$ cat src/tmln_pkg.sv
// ----------------------------------------------------------------------------
// tmln_pkg: shared constants for the trimmed mean level normalizer
// Field widths, register indexes, reset values and scaling constants.
// ----------------------------------------------------------------------------
package tmln_pkg;

  localparam int SAMPLE_BITS_DEF = 12;
  localparam int CHAN_BITS       = 3;
  localparam int LEVEL_BITS      = 7;
  localparam int NUM_SAMPLES     = 5;
  localparam int KEPT            = 3;
  localparam int FULL_SCALE      = 100;

  localparam int LOW_RESET  = 200;
  localparam int HIGH_RESET = 1000;

  // Two index bits, so that a write to an index past the last register
  // reaches the block and is ignored there.
  localparam int REG_IDX_BITS = 2;
  localparam logic [REG_IDX_BITS-1:0] REG_LOW  = 2'd0;
  localparam logic [REG_IDX_BITS-1:0] REG_HIGH = 2'd1;

endpackage

$ cat src/tmln_in_if.sv
// ----------------------------------------------------------------------------
// tmln_in_if: sample group channel
// Carries one channel number and five raw converter samples per request.
// ----------------------------------------------------------------------------
interface tmln_in_if #(
  parameter int SAMPLE_BITS = tmln_pkg::SAMPLE_BITS_DEF
) ();
  import tmln_pkg::*;

  logic                   valid;
  logic                   ready;
  logic [CHAN_BITS-1:0]   channel;
  logic [SAMPLE_BITS-1:0] sample_a;
  logic [SAMPLE_BITS-1:0] sample_b;
  logic [SAMPLE_BITS-1:0] sample_c;
  logic [SAMPLE_BITS-1:0] sample_d;
  logic [SAMPLE_BITS-1:0] sample_e;

  modport source (
    output valid, channel, sample_a, sample_b, sample_c, sample_d, sample_e,
    input  ready
  );

  modport sink (
    input  valid, channel, sample_a, sample_b, sample_c, sample_d, sample_e,
    output ready
  );
endinterface

$ cat src/tmln_out_if.sv
// ----------------------------------------------------------------------------
// tmln_out_if: normalized level channel
// Carries the echoed channel, the trimmed mean, the level and the range flag.
// ----------------------------------------------------------------------------
interface tmln_out_if #(
  parameter int SAMPLE_BITS = tmln_pkg::SAMPLE_BITS_DEF
) ();
  import tmln_pkg::*;

  logic                   valid;
  logic                   ready;
  logic [CHAN_BITS-1:0]   channel_out;
  logic [SAMPLE_BITS-1:0] mean_value;
  logic [LEVEL_BITS-1:0]  level;
  logic                   range_bad;

  modport source (
    output valid, channel_out, mean_value, level, range_bad,
    input  ready
  );

  modport sink (
    input  valid, channel_out, mean_value, level, range_bad,
    output ready
  );
endinterface

$ cat src/tmln_trim.sv
// ----------------------------------------------------------------------------
// tmln_trim: three-stage trimmed mean of five samples
// Sum, minimum and maximum, then the middle-three sum, then division by
// three through a reciprocal multiply.
// ----------------------------------------------------------------------------
module tmln_trim #(
  parameter int SAMPLE_BITS = tmln_pkg::SAMPLE_BITS_DEF
) (
  input  logic                                                clk,
  input  logic                                                rst,
  input  logic                                                in_valid,
  output logic                                                in_ready,
  input  logic [tmln_pkg::CHAN_BITS-1:0]                      in_channel,
  input  logic [tmln_pkg::NUM_SAMPLES-1:0][SAMPLE_BITS-1:0]   in_samples,
  output logic                                                out_valid,
  input  logic                                                out_ready,
  output logic [tmln_pkg::CHAN_BITS-1:0]                      out_channel,
  output logic [SAMPLE_BITS-1:0]                              out_mean
);
  import tmln_pkg::*;

  localparam int SUM_BITS  = SAMPLE_BITS + 3;
  localparam int MID_BITS  = SAMPLE_BITS + 2;
  localparam int SHIFT     = MID_BITS + 1;
  localparam int MUL_BITS  = MID_BITS;
  localparam int PROD_BITS = MID_BITS + MUL_BITS;
  // Rounded-up reciprocal of three; exact for every middle-three sum.
  localparam int RECIP     = ((1 << SHIFT) + KEPT - 1) / KEPT;
  localparam logic [MUL_BITS-1:0] RECIP_V = MUL_BITS'(RECIP);

  logic                   s1_v, s2_v, s3_v;
  logic                   s1_rdy, s2_rdy, s3_rdy;
  logic [CHAN_BITS-1:0]   s1_chan, s2_chan, s3_chan;
  logic [SUM_BITS-1:0]    s1_sum;
  logic [SAMPLE_BITS-1:0] s1_min, s1_max;
  logic [MID_BITS-1:0]    s2_mid;
  logic [SAMPLE_BITS-1:0] s3_mean;

  logic [SUM_BITS-1:0]    sum_c;
  logic [SAMPLE_BITS-1:0] min_c, max_c;
  logic [SUM_BITS-1:0]    mid_c;
  logic [PROD_BITS-1:0]   prod_c;

  always_comb begin
    sum_c = '0;
    min_c = in_samples[0];
    max_c = in_samples[0];
    for (int i = 1; i < NUM_SAMPLES; i++) begin
      if (in_samples[i] < min_c) begin
        min_c = in_samples[i];
      end
      if (in_samples[i] > max_c) begin
        max_c = in_samples[i];
      end
    end
    for (int i = 0; i < NUM_SAMPLES; i++) begin
      sum_c = sum_c + SUM_BITS'(in_samples[i]);
    end
  end

  assign mid_c  = s1_sum - SUM_BITS'(s1_min) - SUM_BITS'(s1_max);
  assign prod_c = PROD_BITS'(s2_mid) * PROD_BITS'(RECIP_V);

  assign s3_rdy   = !s3_v || out_ready;
  assign s2_rdy   = !s2_v || s3_rdy;
  assign s1_rdy   = !s1_v || s2_rdy;
  assign in_ready = s1_rdy;

  always_ff @(posedge clk) begin
    if (rst) begin
      s1_v <= 1'b0;
      s2_v <= 1'b0;
      s3_v <= 1'b0;
    end else begin
      if (s1_rdy) begin
        s1_v <= in_valid;
      end
      if (s2_rdy) begin
        s2_v <= s1_v;
      end
      if (s3_rdy) begin
        s3_v <= s2_v;
      end
    end
  end

  always_ff @(posedge clk) begin
    if (s1_rdy && in_valid) begin
      s1_chan <= in_channel;
      s1_sum  <= sum_c;
      s1_min  <= min_c;
      s1_max  <= max_c;
    end
    if (s2_rdy && s1_v) begin
      s2_chan <= s1_chan;
      s2_mid  <= mid_c[MID_BITS-1:0];
    end
    if (s3_rdy && s2_v) begin
      s3_chan <= s2_chan;
      s3_mean <= prod_c[SHIFT +: SAMPLE_BITS];
    end
  end

  assign out_valid   = s3_v;
  assign out_channel = s3_chan;
  assign out_mean    = s3_mean;
endmodule

$ cat src/tmln_div.sv
// ----------------------------------------------------------------------------
// tmln_div: pipelined restoring divider
// One quotient bit per stage; the numerator must stay below the
// denominator shifted by the quotient width.
// ----------------------------------------------------------------------------
module tmln_div #(
  parameter int NUM_BITS  = tmln_pkg::SAMPLE_BITS_DEF + tmln_pkg::LEVEL_BITS,
  parameter int DEN_BITS  = tmln_pkg::SAMPLE_BITS_DEF,
  parameter int Q_BITS    = tmln_pkg::LEVEL_BITS,
  parameter int SIDE_BITS = 1
) (
  input  logic                 clk,
  input  logic                 rst,
  input  logic                 in_valid,
  output logic                 in_ready,
  input  logic [NUM_BITS-1:0]  in_num,
  input  logic [DEN_BITS-1:0]  in_den,
  input  logic [SIDE_BITS-1:0] in_side,
  output logic                 out_valid,
  input  logic                 out_ready,
  output logic [Q_BITS-1:0]    out_q,
  output logic [SIDE_BITS-1:0] out_side
);
  import tmln_pkg::*;

  logic [Q_BITS-1:0]                v;
  logic [Q_BITS-1:0]                rdy;
  logic [Q_BITS-1:0][NUM_BITS-1:0]  rem;
  logic [Q_BITS-1:0][DEN_BITS-1:0]  den;
  logic [Q_BITS-1:0][Q_BITS-1:0]    quo;
  logic [Q_BITS-1:0][SIDE_BITS-1:0] side;

  genvar k;
  generate
    for (k = 0; k < Q_BITS; k++) begin : g_stage
      localparam int BIT = Q_BITS - 1 - k;

      logic                 up_v;
      logic [NUM_BITS-1:0]  up_rem;
      logic [DEN_BITS-1:0]  up_den;
      logic [Q_BITS-1:0]    up_quo;
      logic [SIDE_BITS-1:0] up_side;
      logic                 down_rdy;
      logic [NUM_BITS-1:0]  trial;
      logic                 fits;

      if (k == 0) begin : g_first
        assign up_v    = in_valid;
        assign up_rem  = in_num;
        assign up_den  = in_den;
        assign up_quo  = '0;
        assign up_side = in_side;
      end else begin : g_rest
        assign up_v    = v[k-1];
        assign up_rem  = rem[k-1];
        assign up_den  = den[k-1];
        assign up_quo  = quo[k-1];
        assign up_side = side[k-1];
      end

      if (k == Q_BITS - 1) begin : g_last
        assign down_rdy = out_ready;
      end else begin : g_mid
        assign down_rdy = rdy[k+1];
      end

      assign rdy[k] = !v[k] || down_rdy;
      assign trial  = NUM_BITS'(up_den) << BIT;
      assign fits   = (up_rem >= trial);

      always_ff @(posedge clk) begin
        if (rst) begin
          v[k] <= 1'b0;
        end else if (rdy[k]) begin
          v[k] <= up_v;
        end
      end

      always_ff @(posedge clk) begin
        if (rdy[k] && up_v) begin
          rem[k]  <= fits ? (up_rem - trial) : up_rem;
          den[k]  <= up_den;
          quo[k]  <= up_quo | (Q_BITS'(fits) << BIT);
          side[k] <= up_side;
        end
      end
    end
  endgenerate

  assign in_ready  = rdy[0];
  assign out_valid = v[Q_BITS-1];
  assign out_q     = quo[Q_BITS-1];
  assign out_side  = side[Q_BITS-1];
endmodule

$ cat src/trimmed_mean_level_normalizer.sv
// ----------------------------------------------------------------------------
// trimmed_mean_level_normalizer: trimmed mean and percent level of a channel
// Averages the middle three of five samples and scales the mean between
// two configured levels to a clamped whole percent.
// ----------------------------------------------------------------------------
// The block takes one request per clock cycle when the output side does not
// stall and returns one result for each, in order. The path is a twelve-stage
// pipeline: three stages form the trimmed mean, two clamp and scale the offset
// from the low level, and seven stages of the restoring divider each produce
// one bit of the level. Every stage has its own valid bit and holds its
// contents while the stage after it is full and stalled. The ready path runs
// combinationally from the output back to the input, so empty stages keep
// filling during an output stall and the request side is held in the same
// cycle once every stage is full; no request is dropped or repeated. The low
// and high levels are written through the plain write port and must only
// change while the pipeline is empty. When the high level is not above the
// low level, the level reads zero and range_bad is set; the mean is still
// given.
// ----------------------------------------------------------------------------
module trimmed_mean_level_normalizer #(
  parameter int SAMPLE_BITS = tmln_pkg::SAMPLE_BITS_DEF
) (
  input  logic                              clk,
  input  logic                              rst,
  tmln_in_if.sink                           samples,
  tmln_out_if.source                        results,
  input  logic                              wr_en,
  input  logic [tmln_pkg::REG_IDX_BITS-1:0] wr_index,
  input  logic [SAMPLE_BITS-1:0]            wr_data
);
  import tmln_pkg::*;

  localparam int NUM_BITS  = SAMPLE_BITS + LEVEL_BITS;
  localparam int SIDE_BITS = CHAN_BITS + SAMPLE_BITS + 1;

  // Configuration registers.
  logic [SAMPLE_BITS-1:0] low_level;
  logic [SAMPLE_BITS-1:0] high_level;

  always_ff @(posedge clk) begin
    if (rst) begin
      low_level  <= SAMPLE_BITS'(LOW_RESET);
      high_level <= SAMPLE_BITS'(HIGH_RESET);
    end else if (wr_en) begin
      case (wr_index)
        REG_LOW:  low_level  <= wr_data;
        REG_HIGH: high_level <= wr_data;
        default: begin
        end
      endcase
    end
  end

  // Trimmed mean: stages one to three.
  logic [NUM_SAMPLES-1:0][SAMPLE_BITS-1:0] in_samples;
  logic                   tr_valid, tr_ready;
  logic [CHAN_BITS-1:0]   tr_chan;
  logic [SAMPLE_BITS-1:0] tr_mean;

  assign in_samples[0] = samples.sample_a;
  assign in_samples[1] = samples.sample_b;
  assign in_samples[2] = samples.sample_c;
  assign in_samples[3] = samples.sample_d;
  assign in_samples[4] = samples.sample_e;

  tmln_trim #(
    .SAMPLE_BITS(SAMPLE_BITS)
  ) u_trim (
    .clk        (clk),
    .rst        (rst),
    .in_valid   (samples.valid),
    .in_ready   (samples.ready),
    .in_channel (samples.channel),
    .in_samples (in_samples),
    .out_valid  (tr_valid),
    .out_ready  (tr_ready),
    .out_channel(tr_chan),
    .out_mean   (tr_mean)
  );

  // Stage four clamps the mean into the configured window and keeps the
  // offset from the low level. A bad range forces a zero offset over a
  // denominator of one, so the divider returns zero. A mean at or above the
  // high level gives the full window, which divides to exactly one hundred.
  logic                   n1_v, n1_rdy;
  logic [SAMPLE_BITS-1:0] n1_off;
  logic [SAMPLE_BITS-1:0] n1_den;
  logic [SIDE_BITS-1:0]   n1_side;

  logic                   bad_c;
  logic [SAMPLE_BITS-1:0] span_c;
  logic [SAMPLE_BITS-1:0] off_c;
  logic [SAMPLE_BITS-1:0] den_c;

  always_comb begin
    bad_c  = (high_level <= low_level);
    span_c = high_level - low_level;
    if (bad_c || (tr_mean <= low_level)) begin
      off_c = '0;
    end else if (tr_mean >= high_level) begin
      off_c = span_c;
    end else begin
      off_c = tr_mean - low_level;
    end
    den_c = bad_c ? SAMPLE_BITS'(1) : span_c;
  end

  // Stage five scales the offset to percent; the numerator stays at most
  // one hundred times the denominator, inside the divider's quotient range.
  logic                 n2_v, n2_rdy;
  logic [NUM_BITS-1:0]  n2_num;
  logic [SAMPLE_BITS-1:0] n2_den;
  logic [SIDE_BITS-1:0] n2_side;

  logic                 dv_ready;

  assign n2_rdy   = !n2_v || dv_ready;
  assign n1_rdy   = !n1_v || n2_rdy;
  assign tr_ready = n1_rdy;

  always_ff @(posedge clk) begin
    if (rst) begin
      n1_v <= 1'b0;
      n2_v <= 1'b0;
    end else begin
      if (n1_rdy) begin
        n1_v <= tr_valid;
      end
      if (n2_rdy) begin
        n2_v <= n1_v;
      end
    end
  end

  always_ff @(posedge clk) begin
    if (n1_rdy && tr_valid) begin
      n1_off  <= off_c;
      n1_den  <= den_c;
      n1_side <= {tr_chan, tr_mean, bad_c};
    end
    if (n2_rdy && n1_v) begin
      n2_num  <= NUM_BITS'(n1_off) * NUM_BITS'(FULL_SCALE);
      n2_den  <= n1_den;
      n2_side <= n1_side;
    end
  end

  // Stages six to twelve: one level bit per stage. The last divider stage
  // is the output register.
  logic [LEVEL_BITS-1:0] dv_q;
  logic [SIDE_BITS-1:0]  dv_side;

  tmln_div #(
    .NUM_BITS (NUM_BITS),
    .DEN_BITS (SAMPLE_BITS),
    .Q_BITS   (LEVEL_BITS),
    .SIDE_BITS(SIDE_BITS)
  ) u_div (
    .clk      (clk),
    .rst      (rst),
    .in_valid (n2_v),
    .in_ready (dv_ready),
    .in_num   (n2_num),
    .in_den   (n2_den),
    .in_side  (n2_side),
    .out_valid(results.valid),
    .out_ready(results.ready),
    .out_q    (dv_q),
    .out_side (dv_side)
  );

  assign results.level       = dv_q;
  assign results.channel_out = dv_side[SIDE_BITS-1 -: CHAN_BITS];
  assign results.mean_value  = dv_side[SAMPLE_BITS:1];
  assign results.range_bad   = dv_side[0];
endmodule
$ cat src/flat_wrapper.sv
// flat-port wrapper written by rule: the top's interface ports become plain ports
module trimmed_mean_level_normalizer_flat import tmln_pkg::*;
#(
  parameter int SAMPLE_BITS = tmln_pkg::SAMPLE_BITS_DEF
)
  (clk, rst, wr_en, wr_index, wr_data, samples_valid, samples_channel, samples_sample_a, samples_sample_b, samples_sample_c, samples_sample_d, samples_sample_e, samples_ready, results_valid, results_channel_out, results_mean_value, results_level, results_range_bad, results_ready);
  tmln_in_if #(.SAMPLE_BITS(SAMPLE_BITS)) samples_i ();
  tmln_out_if #(.SAMPLE_BITS(SAMPLE_BITS)) results_i ();
  input  logic clk;
  input  logic rst;
  input  logic wr_en;
  input  logic [tmln_pkg::REG_IDX_BITS-1:0] wr_index;
  input  logic [SAMPLE_BITS-1:0] wr_data;
  input wire logic [$bits(samples_i.valid)-1:0] samples_valid;
  input wire logic [$bits(samples_i.channel)-1:0] samples_channel;
  input wire logic [$bits(samples_i.sample_a)-1:0] samples_sample_a;
  input wire logic [$bits(samples_i.sample_b)-1:0] samples_sample_b;
  input wire logic [$bits(samples_i.sample_c)-1:0] samples_sample_c;
  input wire logic [$bits(samples_i.sample_d)-1:0] samples_sample_d;
  input wire logic [$bits(samples_i.sample_e)-1:0] samples_sample_e;
  output wire logic [$bits(samples_i.ready)-1:0] samples_ready;
  output wire logic [$bits(results_i.valid)-1:0] results_valid;
  output wire logic [$bits(results_i.channel_out)-1:0] results_channel_out;
  output wire logic [$bits(results_i.mean_value)-1:0] results_mean_value;
  output wire logic [$bits(results_i.level)-1:0] results_level;
  output wire logic [$bits(results_i.range_bad)-1:0] results_range_bad;
  input wire logic [$bits(results_i.ready)-1:0] results_ready;
  assign samples_i.valid = samples_valid;
  assign samples_i.channel = samples_channel;
  assign samples_i.sample_a = samples_sample_a;
  assign samples_i.sample_b = samples_sample_b;
  assign samples_i.sample_c = samples_sample_c;
  assign samples_i.sample_d = samples_sample_d;
  assign samples_i.sample_e = samples_sample_e;
  assign samples_ready = samples_i.ready;
  assign results_valid = results_i.valid;
  assign results_channel_out = results_i.channel_out;
  assign results_mean_value = results_i.mean_value;
  assign results_level = results_i.level;
  assign results_range_bad = results_i.range_bad;
  assign results_i.ready = results_ready;
  trimmed_mean_level_normalizer #(.SAMPLE_BITS(SAMPLE_BITS)) u_core (.clk(clk), .rst(rst), .samples(samples_i), .results(results_i), .wr_en(wr_en), .wr_index(wr_index), .wr_data(wr_data));
endmodule
$ cat config.mk
export PLATFORM = sky130hd
export DESIGN_NAME = trimmed_mean_level_normalizer_flat
export DESIGN_NICKNAME = d
export VERILOG_FILES = /design/src/tmln_pkg.sv /design/src/tmln_in_if.sv /design/src/tmln_out_if.sv /design/src/tmln_trim.sv /design/src/tmln_div.sv /design/src/trimmed_mean_level_normalizer.sv /design/src/flat_wrapper.sv
export SDC_FILE = /design/constraint.sdc
export NUM_CORES = 1
export LEC_CHECK = 0
export ABC_AREA = 1
export BUFFER_PORTS_ARGS = -buffer_cell sky130_fd_sc_hd__buf_2
export CELL_PAD_IN_SITES_DETAIL_PLACEMENT = 0
export CELL_PAD_IN_SITES_GLOBAL_PLACEMENT = 1
export CORE_MARGIN = 3
export CORE_UTILIZATION = 32
export DETAILED_ROUTE_END_ITERATION = 8
export HOLD_SLACK_MARGIN = 0.12
export PLACE_DENSITY_LB_ADDON = 0.1
export SYNTH_ARGS = -nofsm -noshare
export SYNTH_HDL_FRONTEND = slang
export SYNTH_SLANG_ARGS = --single-unit
$ cat constraint.sdc
create_clock -name clk -period 15.9 [get_ports clk]
set_clock_uncertainty 0.1 [all_clocks]
set_input_delay 0 -clock clk [delete_from_list [all_inputs] [get_ports clk]]
set_output_delay 0 -clock clk [all_outputs]
set_load 0.01 [all_outputs]
==> metrics.yaml <==
synth-warning-count: 0
n_fill_cell: 9454
criticalPathCategory: "in2reg"
final_cells: 4404
min_path_type: "in2reg"
die_x_um: 316.4
layout.nets: 3649
dr.pass1.iters: 5
drc_errors: 0
area_growth_pct: 16.11
root_buffer: "clkbuf_16"
io_buffers: 106
cp_slowest_cell: "a2111oi_0"
grt_pass1_wl_um: 115700
drt_iter0_markers: 927
route.antenna.remaining_nets: 0
yosysUniqueCellTypes: 58
drv_slew: 0
post_cts_buffers: 0
fmax_ghz: 0.1226
setup_viol: 0
track_usage: 0.1478
cts_tree: "done"
wl_um: 73060
synth_edf_count: 473
drive_gt1_frac: 0.07773
synth_area_sq_um: 30830
grt_pass1_vias: 21450
dieArea_sq_um: 100100
post-route-period-util: 0.5130
syn_area_per_cell_sq_um: 10.78
max_stage_delay_ps: 570
final_common_cell: "edfxtp_1"
hold_ws_ps: 153.2
hpwl_um: 59390
viasPerCell: 4.606
cts-htree-levels: 2
yosysSeqAreaShare: 0.4841
gp_congestion: 0.9312
crit_required_ps: 16130
maxCapViolations: 0
cp.arrival_ps: 8390
grt_antenna_before_repair: 2
rsz0062_at_grt: "false"
ys_ff_latch: 509
core_sq_um: 95290
n_antenna_cell: 0
relSlewSlack: 0.2722
dp.cells: 4200
tns_ps: 0
hold_viol_final: 0
critPathLaunchType: "primary input"
final_cell_mix: "edfxtp_1, inv_1, nand2_1"
synth_fp_nets: 3418
wl_per_cell_um: 16.59
path_max_fanout: 26
rows: 113
die_h_um: 316.4
start_util: 0.3235
cts_made_buffers: 58
clkSinkCount: 509
synthFlopType: "edfxtp_1"
fin_crit_ps: 8157
syn_inst: 2861
gr-total-overflow: 0
async_flop_share: 0
vias: 20290
clk_pin_slew_worst_paths_ps: 60
clkLatencyLatePin_ps: 640
cts_buffer_depth: 3
grt_max_degree: 53
tightest_slew_ps: 1088
end_kind: "flop"
status: "finished, final reports clean"
ioPinCount: 107
[worst paths after layout]
kind                                              to                     from  cells past startpoint  slack (ps)
setup reg to reg           u_core.u_trim.out_mean[8]  u_core.u_trim.s2_mid[4]                     21       10030
hold reg to reg   u_core.u_div.g_stage[1].up_side[7]        u_core.n2_side[7]                      0         310
setup / recovery             u_core.u_trim.s1_min[6]     samples_sample_a[11]                     35        7740
hold / removal              u_core.u_trim.s1_sum[13]     samples_sample_b[11]                      4         150
[cells by family (layout without fill, tap and decap cells)]
kind of cell | Yosys count | after routing | share of synthesized area
compound gates | 481 | 481 | 0.08530
xor+xnor | 143 | 143 | 0.04062
fa+ha+maj | 475 | 475 | 0.2215
buf+inv | 501 | 779 | 0.06213
flops | 509 | 509 | 0.4841
mux | 1 | 1 | 0.0003652
simple gates | 751 | 751 | 0.1060
[registers in the layout, summed over array words and instances, names as in the netlist, 14 cells and up]
name and flops:
u_core.n2_num 17, u_core.u_div.g_stage.up_rem 103, u_core.u_div.g_stage.up_side 96, u_core.u_div.out_side 16, u_core.u_trim.s2_mid 14, u_core.u_trim.s1_sum 14
u_core.n1_side 16, u_core.n2_side 16, u_core.u_div.g_stage.up_quo 21, u_core.u_div.g_stage.up_den 72
[layer usage]
layer	up-vias	global-route usage	wire [um]
met2	279	0.2699	36830
met5	-	0	0
met3	117	0.02176	2423
met4	0	0.04621	2160
met1	9643	0.1787	31650
li1	10250	-	-
[timing repair]
action | CTS | global route
endpoints found under the hold margin | 132 | 0
hold buffers | 97 | 0
resized for setup | 0 | 0
[worst max-delay path, delay by kind of cell]
family | cells | cell delay (ps)
buffers and inverters | 7 | 1930
AO/OA/AOI/OAI | 13 | 3400
AND/OR/NAND/NOR | 11 | 1840
adder cells (fa/ha/maj) | 4 | 1200
[through the flow]
step	setup slack [ps]	instance area (sq um)	utilization
floorplan	9949	30830	-
global placement	8613	32860	0.3448
detailed placement	8331	32860	0.3448
CTS	7853	35800	0.3757
global route	7064	35800	0.3757
finish	7743	35800	0.3757
[Yosys cell counts, drive strengths merged (4+ instances only)]
master	count	area share
fa	118	0.077
nor2	158	0.020
nand2	412	0.052
clkbuf	29	0.0035
o211ai	16	0.0039
nand3	85	0.015
o21bai	13	0.0033
nand3b	16	0.0039
a31oi	8	0.0016
a2111oi	4	0.0011
buf	11	0.0025
or2	6	0.0012
a21oi	227	0.037
xor2	82	0.023
nor3	26	0.0044
o21ai	173	0.028
nor4	10	0.0020
a211oi	16	0.0039
xnor2	61	0.017
nand4	30	0.0068
dfxtp	36	0.023
a21o	5	0.0012
o2111ai	4	0.0011
and2	4	0.00081
inv	460	0.056
ha	357	0.14
edfxtp	473	0.46
o21a	5	0.0012
[cell type report]
type,instances,area (sq um),share of cell area
tap,1265,1583,0.04421
inverter,461,1730,0.04834
clock buffer,66,1481,0.04138
sequential,509,14920,0.4169
multi-input combinational,1851,14030,0.3920
timing repair buffer,211,1562,0.04362
clock inverter,41,485.5,0.01356
Power is left out: the tool's default activity adds up to more than one toggle a clock period on the data nets, which glitch-free logic cannot reach.
